### src/hdl/msbp_pkg.sv
// ----------------------------------------------------------------------------
// msbp_pkg: shared types and constants of the Morse symbol bit packer
// Character codes, the symbol-to-timing-pattern lookup, and the words
// that pass between the step logic, the result queue and the top level.
// ----------------------------------------------------------------------------
package msbp_pkg;

    // Default width of the saturating message bit counter
    localparam int COUNT_WIDTH_DEF = 16;

    // Field widths
    localparam int CharW      = 8;
    localparam int ByteW      = 8;
    localparam int NbitsW     = 4;
    localparam int TotalBitsW = 16;
    localparam int PendW      = 7;
    localparam int PendCntW   = 3;

    // Coded characters
    localparam logic [CharW-1:0] ChDot   = 8'd46;
    localparam logic [CharW-1:0] ChDash  = 8'd45;
    localparam logic [CharW-1:0] ChSpace = 8'd32;
    localparam logic [CharW-1:0] ChSlash = 8'd47;
    localparam logic [CharW-1:0] ChTab   = 8'd9;

    // Bits in a full byte
    localparam logic [NbitsW-1:0] FullByteBits = 4'd8;

    // Timing pattern of one character, right aligned
    typedef struct packed {
        logic [PendW-1:0]    bits;
        logic [PendCntW-1:0] len;
    } t_pattern;

    // Input word
    typedef struct packed {
        logic [CharW-1:0] symbol_char;
        logic             message_end;
    } t_symbol;

    // Result word
    typedef struct packed {
        logic [ByteW-1:0]      packed_byte;
        logic [NbitsW-1:0]     bits_in_byte;
        logic [TotalBitsW-1:0] total_bits;
        logic                  last_of_message;
    } t_result;

    // Results and pending state produced by one symbol
    typedef struct packed {
        t_result             first;
        t_result             second;
        logic [1:0]          push_n;
        logic [PendW-1:0]    pend_bits;
        logic [PendCntW-1:0] pend_cnt;
    } t_step;

    // Map a character to its on/off timing pattern
    function automatic t_pattern expand_char(input logic [CharW-1:0] c);
        t_pattern p;
        p.bits = '0;
        p.len  = '0;
        if (c == ChDot) begin
            p.bits = 7'h01;
            p.len  = 3'd1;
        end else if (c == ChDash) begin
            p.bits = 7'h07;
            p.len  = 3'd3;
        end else if (c == ChSpace) begin
            p.len  = 3'd1;
        end else if (c == ChSlash) begin
            p.len  = 3'd3;
        end else if (c == ChTab) begin
            p.len  = 3'd7;
        end
        return p;
    endfunction

endpackage

### src/hdl/msbp_sym_if.sv
// ----------------------------------------------------------------------------
// msbp_sym_if: symbol input channel
// Valid/ready channel carrying one Morse text character per word.
// ----------------------------------------------------------------------------
interface msbp_sym_if;
    logic       valid;
    logic       ready;
    logic [7:0] symbol_char;
    logic       message_end;

    modport source (output valid, output symbol_char, output message_end, input ready);
    modport sink   (input valid, input symbol_char, input message_end, output ready);
endinterface

### src/hdl/msbp_res_if.sv
// ----------------------------------------------------------------------------
// msbp_res_if: packed result channel
// Valid/ready channel carrying one packed byte and its counts per word.
// ----------------------------------------------------------------------------
interface msbp_res_if;
    logic        valid;
    logic        ready;
    logic [7:0]  packed_byte;
    logic [3:0]  bits_in_byte;
    logic [15:0] total_bits;
    logic        last_of_message;

    modport source (
        output valid, output packed_byte, output bits_in_byte,
        output total_bits, output last_of_message, input ready
    );
    modport sink (
        input valid, input packed_byte, input bits_in_byte,
        input total_bits, input last_of_message, output ready
    );
endinterface

### src/hdl/morse_symbol_bit_packer_core.sv
// ----------------------------------------------------------------------------
// morse_symbol_bit_packer_core: Morse symbol bit packer
// Expands Morse text into timing bits and packs them into bytes.
// ----------------------------------------------------------------------------
// Takes one character word per cycle while the result queue has room:
// '.' -> 1, '-' -> 111, space -> 0, '/' -> 000, tab -> 0000000, anything
// else adds nothing. Bits are packed first-bit-in-bit-7; each full byte
// leaves as a result word, and the word flagged as message end flushes a
// zero-padded tail with last_of_message set; if no bits remain, the full
// byte carries the flag, or an empty marker does if there is none. The
// bit count saturates at 2^COUNT_WIDTH - 1; total_bits is its low 16 bits.
// A symbol is held in the input register, and its results enter a
// four-word queue once the queue has room. One symbol per cycle is
// sustained while the queue has room; a symbol waits in the input register
// only while the queue holds more than two words, which happens when message
// ends that yield two results come close together or the sink stalls.
module morse_symbol_bit_packer_core
    import msbp_pkg::*;
#(
    parameter int COUNT_WIDTH = COUNT_WIDTH_DEF
) (
    input  logic        i_clk,
    input  logic        i_rst_n,
    msbp_sym_if.sink    i_sym,
    msbp_res_if.source  o_res
);

    logic                   r_in_valid;
    t_symbol                r_in;
    logic [PendW-1:0]       r_pend_bits;
    logic [PendCntW-1:0]    r_pend_cnt;
    logic [COUNT_WIDTH-1:0] r_total;

    t_step                  step;
    logic [COUNT_WIDTH-1:0] n_total;
    logic                   room;
    logic                   fire;
    logic [1:0]             push_n;
    t_result                res_data;

    assign fire        = r_in_valid && room;
    assign i_sym.ready = !r_in_valid || fire;
    assign push_n      = fire ? step.push_n : 2'd0;

    // Hold the accepted symbol word
    always_ff @(posedge i_clk) begin
        if (!i_rst_n) begin
            r_in_valid <= 1'b0;
        end else if (i_sym.ready) begin
            r_in_valid <= i_sym.valid;
        end
    end

    always_ff @(posedge i_clk) begin
        if (i_sym.ready && i_sym.valid) begin
            r_in.symbol_char <= i_sym.symbol_char;
            r_in.message_end <= i_sym.message_end;
        end
    end

    // Advance packing state per processed symbol
    always_ff @(posedge i_clk) begin
        if (!i_rst_n) begin
            r_pend_bits <= '0;
            r_pend_cnt  <= '0;
            r_total     <= '0;
        end else if (fire) begin
            r_pend_bits <= step.pend_bits;
            r_pend_cnt  <= step.pend_cnt;
            r_total     <= n_total;
        end
    end

    msbp_step #(
        .COUNT_WIDTH (COUNT_WIDTH)
    ) u_step (
        .i_sym        (r_in),
        .i_pend_bits  (r_pend_bits),
        .i_pend_cnt   (r_pend_cnt),
        .i_total      (r_total),
        .o_step       (step),
        .o_total_next (n_total)
    );

    msbp_result_fifo u_fifo (
        .i_clk    (i_clk),
        .i_rst_n  (i_rst_n),
        .i_push_n (push_n),
        .i_first  (step.first),
        .i_second (step.second),
        .o_room   (room),
        .o_valid  (o_res.valid),
        .i_ready  (o_res.ready),
        .o_data   (res_data)
    );

    // Drive the result channel
    assign o_res.packed_byte     = res_data.packed_byte;
    assign o_res.bits_in_byte    = res_data.bits_in_byte;
    assign o_res.total_bits      = res_data.total_bits;
    assign o_res.last_of_message = res_data.last_of_message;

endmodule

### src/hdl/msbp_step.sv
// ----------------------------------------------------------------------------
// msbp_step: per-symbol packing logic
// Expands one character, merges it with the pending bits, splits off a full
// byte and, at a message end, the zero-padded tail or an empty marker.
// ----------------------------------------------------------------------------
module msbp_step
    import msbp_pkg::*;
#(
    parameter int COUNT_WIDTH = COUNT_WIDTH_DEF
) (
    input  t_symbol                i_sym,
    input  logic [PendW-1:0]       i_pend_bits,
    input  logic [PendCntW-1:0]    i_pend_cnt,
    input  logic [COUNT_WIDTH-1:0] i_total,
    output t_step                  o_step,
    output logic [COUNT_WIDTH-1:0] o_total_next
);

    localparam int ExtW = (COUNT_WIDTH > TotalBitsW) ? COUNT_WIDTH : TotalBitsW;

    t_pattern               pat;
    logic [COUNT_WIDTH:0]   sum;
    logic [COUNT_WIDTH-1:0] total_sat;
    logic [ExtW-1:0]        total_ext;
    logic [13:0]            acc;
    logic [NbitsW-1:0]      cnt;
    logic                   full;
    logic [PendCntW-1:0]    rest;
    logic [PendW-1:0]       rem;
    t_result                full_res;
    t_result                tail_res;
    logic                   tail_valid;

    assign pat = expand_char(i_sym.symbol_char);

    // Saturating bit count
    assign sum       = {1'b0, i_total} + (COUNT_WIDTH + 1)'(pat.len);
    assign total_sat = sum[COUNT_WIDTH] ? '1 : sum[COUNT_WIDTH-1:0];
    assign total_ext = ExtW'(total_sat);

    // Merge new bits below the pending ones
    assign acc  = ({7'b0, i_pend_bits} << pat.len) | 14'(pat.bits);
    assign cnt  = {1'b0, i_pend_cnt} + {1'b0, pat.len};
    assign full = cnt[3];
    assign rest = cnt[2:0];
    assign rem  = acc[PendW-1:0] & ~(7'h7F << rest);

    always_comb begin
        // Full byte, oldest bit in bit 7
        full_res.packed_byte     = 8'(acc >> rest);
        full_res.bits_in_byte    = FullByteBits;
        full_res.total_bits      = total_ext[TotalBitsW-1:0];
        full_res.last_of_message = i_sym.message_end && (rest == '0);

        // Tail byte, or empty end marker when nothing is left
        tail_res.packed_byte     = 8'({1'b0, rem} << (4'd8 - {1'b0, rest}));
        tail_res.bits_in_byte    = {1'b0, rest};
        tail_res.total_bits      = total_ext[TotalBitsW-1:0];
        tail_res.last_of_message = 1'b1;
        tail_valid = i_sym.message_end && ((rest != '0) || !full);

        // Order: full byte first, tail second
        o_step.first  = full ? full_res : tail_res;
        o_step.second = tail_res;
        o_step.push_n = {1'b0, full} + {1'b0, tail_valid};

        // Clear state at a message end
        if (i_sym.message_end) begin
            o_step.pend_bits = '0;
            o_step.pend_cnt  = '0;
            o_total_next     = '0;
        end else begin
            o_step.pend_bits = rem;
            o_step.pend_cnt  = rest;
            o_total_next     = total_sat;
        end
    end

endmodule

### src/hdl/msbp_result_fifo.sv
// ----------------------------------------------------------------------------
// msbp_result_fifo: result queue
// Four-word queue that takes up to two result words per cycle and hands
// out one per cycle while i_ready is high; reports room for one symbol's results.
// ----------------------------------------------------------------------------
module msbp_result_fifo
    import msbp_pkg::*;
(
    input  logic       i_clk,
    input  logic       i_rst_n,
    input  logic [1:0] i_push_n,
    input  t_result    i_first,
    input  t_result    i_second,
    output logic       o_room,
    output logic       o_valid,
    input  logic       i_ready,
    output t_result    o_data
);

    localparam int Depth = 4;
    localparam int PtrW  = $clog2(Depth);

    t_result         r_mem [Depth];
    logic [PtrW-1:0] r_wr_ptr;
    logic [PtrW-1:0] r_rd_ptr;
    logic [PtrW:0]   r_count;
    logic [PtrW-1:0] wr_ptr_1;
    logic            pop;

    assign pop      = o_valid && i_ready;
    assign o_valid  = (r_count != '0);
    assign o_data   = r_mem[r_rd_ptr];
    assign o_room   = (r_count <= (PtrW + 1)'(Depth - 2));
    assign wr_ptr_1 = r_wr_ptr + PtrW'(1);

    // Advance pointers and occupancy
    always_ff @(posedge i_clk) begin
        if (!i_rst_n) begin
            r_wr_ptr <= '0;
            r_rd_ptr <= '0;
            r_count  <= '0;
        end else begin
            r_wr_ptr <= r_wr_ptr + PtrW'(i_push_n);
            if (pop) begin
                r_rd_ptr <= r_rd_ptr + PtrW'(1);
            end
            r_count <= r_count + (PtrW + 1)'(i_push_n) - (PtrW + 1)'(pop);
        end
    end

    // Store incoming words
    always_ff @(posedge i_clk) begin
        if (i_push_n != 2'd0) begin
            r_mem[r_wr_ptr] <= i_first;
        end
        if (i_push_n == 2'd2) begin
            r_mem[wr_ptr_1] <= i_second;
        end
    end

endmodule

### src/flat_wrapper.sv
// flat-port wrapper written by rule: the top's interface ports become plain ports
module morse_symbol_bit_packer_core_flat import msbp_pkg::*;
#(
    parameter int COUNT_WIDTH = COUNT_WIDTH_DEF
)
  (i_clk, i_rst_n, i_sym_valid, i_sym_symbol_char, i_sym_message_end, i_sym_ready, o_res_valid, o_res_packed_byte, o_res_bits_in_byte, o_res_total_bits, o_res_last_of_message, o_res_ready);
  msbp_sym_if i_sym_i ();
  msbp_res_if o_res_i ();
  input  logic i_clk;
  input  logic i_rst_n;
  input wire logic [$bits(i_sym_i.valid)-1:0] i_sym_valid;
  input wire logic [$bits(i_sym_i.symbol_char)-1:0] i_sym_symbol_char;
  input wire logic [$bits(i_sym_i.message_end)-1:0] i_sym_message_end;
  output wire logic [$bits(i_sym_i.ready)-1:0] i_sym_ready;
  output wire logic [$bits(o_res_i.valid)-1:0] o_res_valid;
  output wire logic [$bits(o_res_i.packed_byte)-1:0] o_res_packed_byte;
  output wire logic [$bits(o_res_i.bits_in_byte)-1:0] o_res_bits_in_byte;
  output wire logic [$bits(o_res_i.total_bits)-1:0] o_res_total_bits;
  output wire logic [$bits(o_res_i.last_of_message)-1:0] o_res_last_of_message;
  input wire logic [$bits(o_res_i.ready)-1:0] o_res_ready;
  assign i_sym_i.valid = i_sym_valid;
  assign i_sym_i.symbol_char = i_sym_symbol_char;
  assign i_sym_i.message_end = i_sym_message_end;
  assign i_sym_ready = i_sym_i.ready;
  assign o_res_valid = o_res_i.valid;
  assign o_res_packed_byte = o_res_i.packed_byte;
  assign o_res_bits_in_byte = o_res_i.bits_in_byte;
  assign o_res_total_bits = o_res_i.total_bits;
  assign o_res_last_of_message = o_res_i.last_of_message;
  assign o_res_i.ready = o_res_ready;
  morse_symbol_bit_packer_core #(.COUNT_WIDTH(COUNT_WIDTH)) u_core (.i_clk(i_clk), .i_rst_n(i_rst_n), .i_sym(i_sym_i), .o_res(o_res_i));
endmodule
### config.mk
export PLATFORM = sky130hd
export DESIGN_NAME = morse_symbol_bit_packer_core_flat
export DESIGN_NICKNAME = d
export VERILOG_FILES = /design/src/hdl/msbp_pkg.sv /design/src/hdl/msbp_sym_if.sv /design/src/hdl/msbp_res_if.sv /design/src/hdl/morse_symbol_bit_packer_core.sv /design/src/hdl/msbp_step.sv /design/src/hdl/msbp_result_fifo.sv /design/src/flat_wrapper.sv
export SDC_FILE = /design/constraint.sdc
export NUM_CORES = 1
export LEC_CHECK = 0
export BUFFER_PORTS_ARGS = -buffer_cell sky130_fd_sc_hd__buf_2
export CAP_MARGIN = 20
export CORE_MARGIN = 2
export CORE_UTILIZATION = 50
export CTS_CLUSTER_SIZE = 24
export DETAILED_ROUTE_END_ITERATION = 16
export PLACE_DENSITY = 0.68
export RECOVER_POWER = 50
export SETUP_SLACK_MARGIN = 0.3
export SYNTH_ARGS = -nofsm -noshare
export SYNTH_HDL_FRONTEND = slang
export SYNTH_HIERARCHICAL = 1
export SYNTH_SLANG_ARGS = --single-unit
### constraint.sdc
create_clock -name i_clk -period 8.4 [get_ports i_clk]
set_input_delay 0.84 -clock i_clk [delete_from_list [all_inputs] [get_ports i_clk]]
set_output_delay 0.84 -clock i_clk [all_outputs]
set_load 0.02 [all_outputs]
==> results of run 1 <==
==> metrics by stage <==
stage,worst slack (ps),instances
floorplan,1966,786
global placement,2122,1000
detailed placement,1915,1000
CTS,1870,1032
global route,772.4,1032
finish,1268,1032
==> final timing paths <==
path	startpoint	endpoint	slack (ps)	cells after the start
max	u_core/r_in[1]$_DFFE_PP_	u_core/u_fifo/r_mem[2][28]$_DFFE_PP_	1270	15
min	u_core/r_pend_cnt[0]$_SDFFE_PN0P_	u_core/r_pend_cnt[0]$_SDFFE_PN0P_	480	2
max reg2reg	u_core/r_in[1]$_DFFE_PP_	u_core/u_fifo/r_mem[2][28]$_DFFE_PP_	1270	15
min reg2reg	u_core/r_pend_cnt[0]$_SDFFE_PN0P_	u_core/r_pend_cnt[0]$_SDFFE_PN0P_	480	2
==> worst min-delay path, stage by stage (launching register included) <==
cell and delay (ps):
dfxtp_1 320, nand2_1 70, o21ai_2 40
==> sequential cells by signal, indices dropped and copies added (netlist names), named ones only <==
name	cells
u_core/r_in	9
u_core/u_fifo/r_rd_ptr	2
u_core/r_in_valid	1
u_core/r_pend_bits	7
u_core/u_fifo/r_wr_ptr	2
u_core/u_fifo/r_count	3
u_core/r_total	16
u_core/r_pend_cnt	3
u_core/u_fifo/r_mem	116
==> Yosys cell counts, types with 3 or more instances <==
master	instances	area share, %
buf_2	24	1.3
or3_1	5	0.33
a31oi_1	6	0.39
o21ai_0	15	0.79
nor2b_1	10	0.66
o21ai_2	21	1.9
and2_1	6	0.39
nand2_1	66	2.6
a211o_1	3	0.28
nor3_1	14	0.73
a21o_1	5	0.39
xnor2_1	3	0.28
o22ai_1	5	0.33
o21a_1	3	0.24
inv_1	22	0.87
buf_6	7	0.83
fa_1	3	0.63
nor4_1	6	0.39
o211ai_1	5	0.39
clkbuf_1	16	0.63
nor2_1	31	1.2
nand2b_1	4	0.26
a21oi_1	28	1.5
and3_1	9	0.59
buf_4	25	2.0
mux2_2	117	14
xor2_1	9	0.83
mux4_2	30	7.1
mux2i_1	11	1.2
ha_1	11	1.4
nand4_1	30	2.0
nand3_1	11	0.58
a211oi_1	4	0.31
dfxtp_1	36	7.6
edfxtp_1	125	39
==> final cells by class <==
type	instances	share of cell area (%)
sequential	161	44.04
clock inverter	15	1.588
inverter	26	1.022
clock buffer	17	4.186
multi-input combinational	524	43.74
tap	234	2.881
timing repair buffer	55	2.548
==> placed cells by master, fill, tap and decap left out, types with 22 or more instances in the layout <==
| cell type | count |
|---|---|
| a21oi_1 | 27 |
| clkbuf_1 | 33 |
| dfxtp_1 | 35 |
| edfxtp_1 | 125 |
| inv_1 | 22 |
| mux2_2 | 117 |
| mux4_2 | 30 |
| nand2_1 | 66 |
| nand4_1 | 30 |
| nor2_1 | 31 |
| o21ai_0 | 31 |
==> cell families (layout without fill, tap and decap cells) <==
group	after synthesis	count (layout)	share of synthesized area, %
adder cells (fa/ha/maj)	14	14	2.073
XOR/XNOR	14	14	1.575
AND/OR/NAND/NOR	205	205	11.18
flip-flops	161	161	46.93
multiplexers	158	158	22.06
AO/OA/AOI/OAI	130	130	10.08
buffers and inverters	101	113	6.024
other	2	3	0.07877
==> power breakdown <==
group	total (uW)	internal (uW)	leakage [uW]	switching, uW
sequential	899	879	0.00141	20.1
combinational	357	141	0.00188	216
clock	773	401	0.000288	372
total	2030	1420	0.00357	608
==> per-layer routing <==
layer / vias up / wire (um)
met5: - / 0
met4: 0 / 340
met3: 23 / 898
met2: 183 / 10040
met1: 3191 / 10250
li1: 2992 / -
==> run_results.csv, run 1 <==
group,metric,value,unit
cells_and_area,area_growth,6.601,%
detailed_routing,drt-initial-drc-count,498,
yosys,ys_ff_latch,161,
detailed_routing,viasPerCell,6.191,
place,globalplace.congestion,0.9221,
clock_tree,htreeDepth,4,
pwr,peakVddDrop,154.9,uV
die,core,18710,sq um
yosys,synth_cell_types,78,
global_route,antenna_found_initial,0,
yosys,synth_cells,785,
sta,setup_violations,0,
run_status,violations,"max-capacitance violations, max-slew violations",
detailed_routing,drt-total-wl,21530,um
global_route,grt-ovfl-total,0,
clock_tree,path_clk_slew,70,ps
yosys,synth_edf_count,125,
yosys,ys_seq_area_share,46.93,%
global_route,grt_usage,21.93,%
die,start_util,50.97,%
die,rows,50,
die,die_w,142.1,um
yosys,synth.avg_cell_area,12.15,sq um
critical_path,crit_path_frequent_cell,"ha_1",
critical_path,cp_max_fo,30,
detailed_routing,first_pass_iters,5,
min_path,hold_path_class,"reg -> reg",
place,port_buffers,43,
place,dpl-instance-area,9703,sq um
clock_tree,post_cts_resized,0,
critical_path,crit_required,8510,ps
cells_and_area,final_nets,812,
yosys,synth-main-ff-cell,"edfxtp_1",
clock_tree,cts_buffers,17,
sta,rsz0062_at_grt,"false",
clock_tree,postCtsHoldBufs,0,
global_route,met3_usage,3.062,%
pwr,leakage,0.003571,uW
global_route,grt_pass1_wl,33950,um
detailed_routing,drc,0,
cells_and_area,multi_input_area,4446,sq um
clock_tree,clk_latency,440,ps
die,die_area,20190,sq um
cells_and_area,design_area,10160,sq um
detailed_routing,drtAntennaViolNets,0,
global_route,grt_max_degree,63,
critical_path,cpMaxStageDelayCell,"ha_1",
sta,hold_viol,0,
global_route,gr-usage-met2,33.99,%
sta,tns,0,ps
sta,holdWs,477.3,ps
die,dieHeight,142.1,um
cells_and_area,drive_gt1_share,27.94,%
sta,slew_headroom,-77.92,%
cells_and_area,diodes,0,
place,place_hpwl,14260,um
sta,drv_slew,93,
critical_path,arrival,7240,ps
global_route,gr-max-usage-layer,"met2",
critical_path,cp_num_buf_inv,4,
critical_path,worstSetupPathType,"reg -> reg",
global_route,grt_pass1_vias,6078,
detailed_routing,post_drt_wl_per_cell,20.86,um
global_route,met1_usage,32.01,%
run,drv_cap,2,
cells_and_area,utilization,54.33,%
die,io_pins,44,
clock_tree,cts-root-buf,"clkbuf_16",
clock_tree,cts_tree,"yes",
yosys,synth_warnings,6,
clock_tree,cts.sinks,161,
cells_and_area,fillers,1596,
sta,skew,9.340,ps
critical_path,cp-end-kind,"flip-flop",
critical_path,crit_path_cell_trace,"nand4bb_1, or3_1, clkinvlp_2, nor2_4, clkinv_4, ha_1, clkinv_1, nand2_1, nor2_1, a21boi_0, ha_1, and3_1, and4bb_2, o21bai_2, buf_4",
sta,post-route-period-util,84.90,%
clock_tree,clock_path_buffers,2,
critical_path,cp_top_family,"simple AND/OR/NAND/NOR gates",
yosys,synth-async-reset-ratio,0,%
critical_path,max_stage_delay,950,ps
cells_and_area,regArea,4476,sq um
critical_path,cp-start-kind,"flip-flop",
sta,layout_min_cycle_time,7132,ps
detailed_routing,num_vias,6389,
yosys,syn_area,9534,sq um
sta,max_clock_freq,0.1402,GHz
run_status,outcome,"finished with violations",
pwr,power_density,199.6,nW/um^2
clock_tree,post_cts_buffers,0,
sta,worst_slew_pin_slew,2669,ps
pwr,power,2028,uW
No activity file was read; power rests on OpenSTA's default activity.
==> run 2, diff against run 1 <==
Settings changed: PLACE_DENSITY 0.68 to 0.71.
Clock period 8.4 ns to 5.8 ns, I/O delays scaled along.
==> run 2 against run 1 <==
- the flow still finishes with violations (max-capacitance violations, max-slew violations)
- flip-flop and latch count is the same
- clock-buffer cell count grew 2
- non-clock buffer count grew 10
- sequential power grew 47%
==> run_results.csv, run 2 (synthesis gave the netlist of run 1 again) <==
group,metric,value,unit
run_status,outcome,"finished with violations",
run_status,violations,"max-capacitance violations, max-slew violations",
detailed_routing,drt-total-wl,21570,um
clock_tree,cts-root-buf,"clkbuf_16",
pwr,power_density,282.8,nW/um^2
pwr,p_switching,848.0,uW
cells_and_area,final_cells,1042,
cells_and_area,area_growth,7.363,%
min_path,hold_end,"u_core/r_in[8]$_DFFE_PP_",
detailed_routing,drt-initial-drc-count,744,
min_path,hold_depth,1,
pwr,p_int,2047,uW
detailed_routing,wl_met2,10180,um
sta,layout_min_cycle_time,5130,ps
sta,setup_violations,0,
clock_tree,cts_buffers,17,
global_route,grt-ovfl-total,0,
critical_path,r2r-start,"u_core/r_in[5]$_DFFE_PP_",
clock_tree,post_cts_resized,0,
place,place_hpwl,14070,um
cells_and_area,drive_gt1_share,28.84,%
cells_and_area,diodes,0,
die,rows,50,
cells_and_area,largest_register_ffs,116,
die,die_w,142.1,um
clock_tree,path_clk_slew,80,ps
pwr,peakVddDrop,193.5,uV
critical_path,cp_max_fo,29,
pwr,clkPwrFrac,36.9,%
critical_path,r2r_setup_slack,670,ps
die,start_util,50.97,%
cells_and_area,top_register,"u_core/u_fifo/r_mem",
sta,skew,14.54,ps
sta,post-route-period-util,88.44,%
pwr,p_comb_share,17.6,%
cells_and_area,final_nets,822,
clock_tree,post_cts_buffers,0,
detailed_routing,first_pass_iters,5,
place,port_buffers,43,
global_route,grt_usage,22.35,%
sta,drv_slew,93,
sta,worst_slew_pin_slew,2594,ps
clock_tree,postCtsHoldBufs,0,
detailed_routing,drc,0,
die,die_area,20190,sq um
cells_and_area,final_cell_mix,"edfxtp_1 (125), mux2_2 (117), nand2_1 (66)",
critical_path,regToRegEndpoint,"u_core/u_fifo/r_mem[1][25]$_DFFE_PP_",
sta,max_clock_freq,0.1949,GHz
pwr,leakage,0.003612,uW
pwr,seqPwrFrac,45.5,%
detailed_routing,drt-met1-wl,9882,um
detailed_routing,num_vias,6404,
detailed_routing,top_layer_used,"met4",
clock_tree,clock_path_buffers,2,
detailed_routing,drtAntennaViolNets,0,
clock_tree,htreeDepth,4,
die,io_pins,44,
detailed_routing,viasPerCell,6.146,
place,globalplace.congestion,0.9505,
critical_path,worstSetupPathType,"reg -> reg",
clock_tree,clk_latency,430,ps
pwr,sw_frac_of_total,29.29,%
place,numPlacedInstances,1010,
global_route,antenna_found_initial,0,
sta,slew_headroom,-72.90,%
global_route,grt_max_degree,63,
critical_path,crit_required,5850,ps
min_path,hold_path_class,"in -> reg",
run,drv_cap,2,
critical_path,cp-start-kind,"flip-flop",
die,dieHeight,142.1,um
global_route,grt_pass1_wl,34640,um
critical_path,worst_r2r_path_depth,18,
critical_path,cp-end-kind,"flip-flop",
global_route,grt_pass1_vias,6156,
clock_tree,cts_tree,"yes",
sta,hold_viol,0,
min_path,hold_path.startpoint,"i_sym_symbol_char[7]",
clock_tree,cts.sinks,161,
die,core,18710,sq um
cells_and_area,top_regs,"u_core/u_fifo/r_mem (116), u_core/r_total (16), u_core/r_in (9)",
sta,rsz0062_at_grt,"false",
sta,tns,0,ps
detailed_routing,post_drt_wl_per_cell,20.70,um
critical_path,arrival,5180,ps
cells_and_area,final_common_cell,"edfxtp_1",
detailed_routing,wl_met3,1274,um
[run 2: power groups by stage]
| stage | Combinational [uW] | Sequential (uW) | Clock (uW) |
|---|---|---|---|
| final | 510 | 1320 | 1070 |
| after detailed placement | 537 | 1340 | 0 |
| after floorplan | 424 | 1310 | 0 |
| after CTS | 538 | 1320 | 1090 |
| after global placement | 525 | 1340 | 0 |
| after global routing | 552 | 1320 | 1140 |
[run 2: routing by layer]
metal	vias to the layer above	GRT usage, %
li1	3013	-
met1	3129	32.35
met2	238	35.11
met3	24	4.374
met4	0	4.947
met5	-	0
[run 2: area by class of cell]
| class | count | area (sq um) |
|---|---|---|
| Fill cell | 1582 | 8469 |
| Sequential cell | 161 | 4477 |
| Timing Repair Buffer | 65 | 346.6 |
| Inverter | 26 | 115.1 |
| Tap cell | 234 | 292.8 |
| Clock buffer | 19 | 432.9 |
| Clock inverter | 13 | 121.4 |
| Multi-Input combinational cell | 524 | 4451 |
[run 2: worst max-delay path: stages (launching register included)]
cell	delay, ps
edfxtp_1	380
or3_1	510
or3_1	560
clkinv_8	170
nor2_1	160
clkinv_4	120
ha_1	170
inv_1	60
fa_1	370
xor2_1	220
clkinv_1	110
nor2_1	190
a21boi_0	120
ha_1	270
and3_1	180
buf_4	170
mux2i_1	160
nor2_2	110
clkbuf_2	700
[run 2: how the worst max path moves through the flow]
stage | startpoint | end | slack, ps | depth (start not counted)
after floorplan | u_core/r_in[5]$_DFFE_PP_ | u_core/u_fifo/r_mem[1][0]$_DFFE_PP_ | 250 | 19
final | u_core/r_in[5]$_DFFE_PP_ | u_core/u_fifo/r_mem[1][25]$_DFFE_PP_ | 670 | 18
after global routing | u_core/r_in[5]$_DFFE_PP_ | u_core/r_total[0]$_SDFFE_PN0P_ | 300 | 17
after CTS | u_core/r_in[5]$_DFFE_PP_ | u_core/u_fifo/r_mem[2][18]$_DFFE_PP_ | 790 | 17
after detailed placement | u_core/r_in[5]$_DFFE_PP_ | u_core/u_fifo/r_mem[2][28]$_DFFE_PP_ | 810 | 17
after global placement | u_core/r_in[5]$_DFFE_PP_ | u_core/u_fifo/r_mem[3][23]$_DFFE_PP_ | 950 | 18
[run 2: metrics by stage]
| step | setup slack (ps) | cell area [sq um] | hold slack [ps] | power (uW) | utilization [%] |
|---|---|---|---|---|---|
| after floorplan | 247.3 | 9545 | 440.3 | 1737 | - |
| after global placement | 953.3 | 9804 | 454.3 | 1864 | 52.41 |
| after detailed placement | 807.5 | 9804 | 463.5 | 1878 | 52.41 |
| after CTS | 790.8 | 10360 | 303.8 | 2941 | 55.38 |
| after global routing | 297.8 | 10240 | 299.1 | 3012 | 54.72 |
| final | 670.3 | 10240 | 318.0 | 2895 | 54.72 |
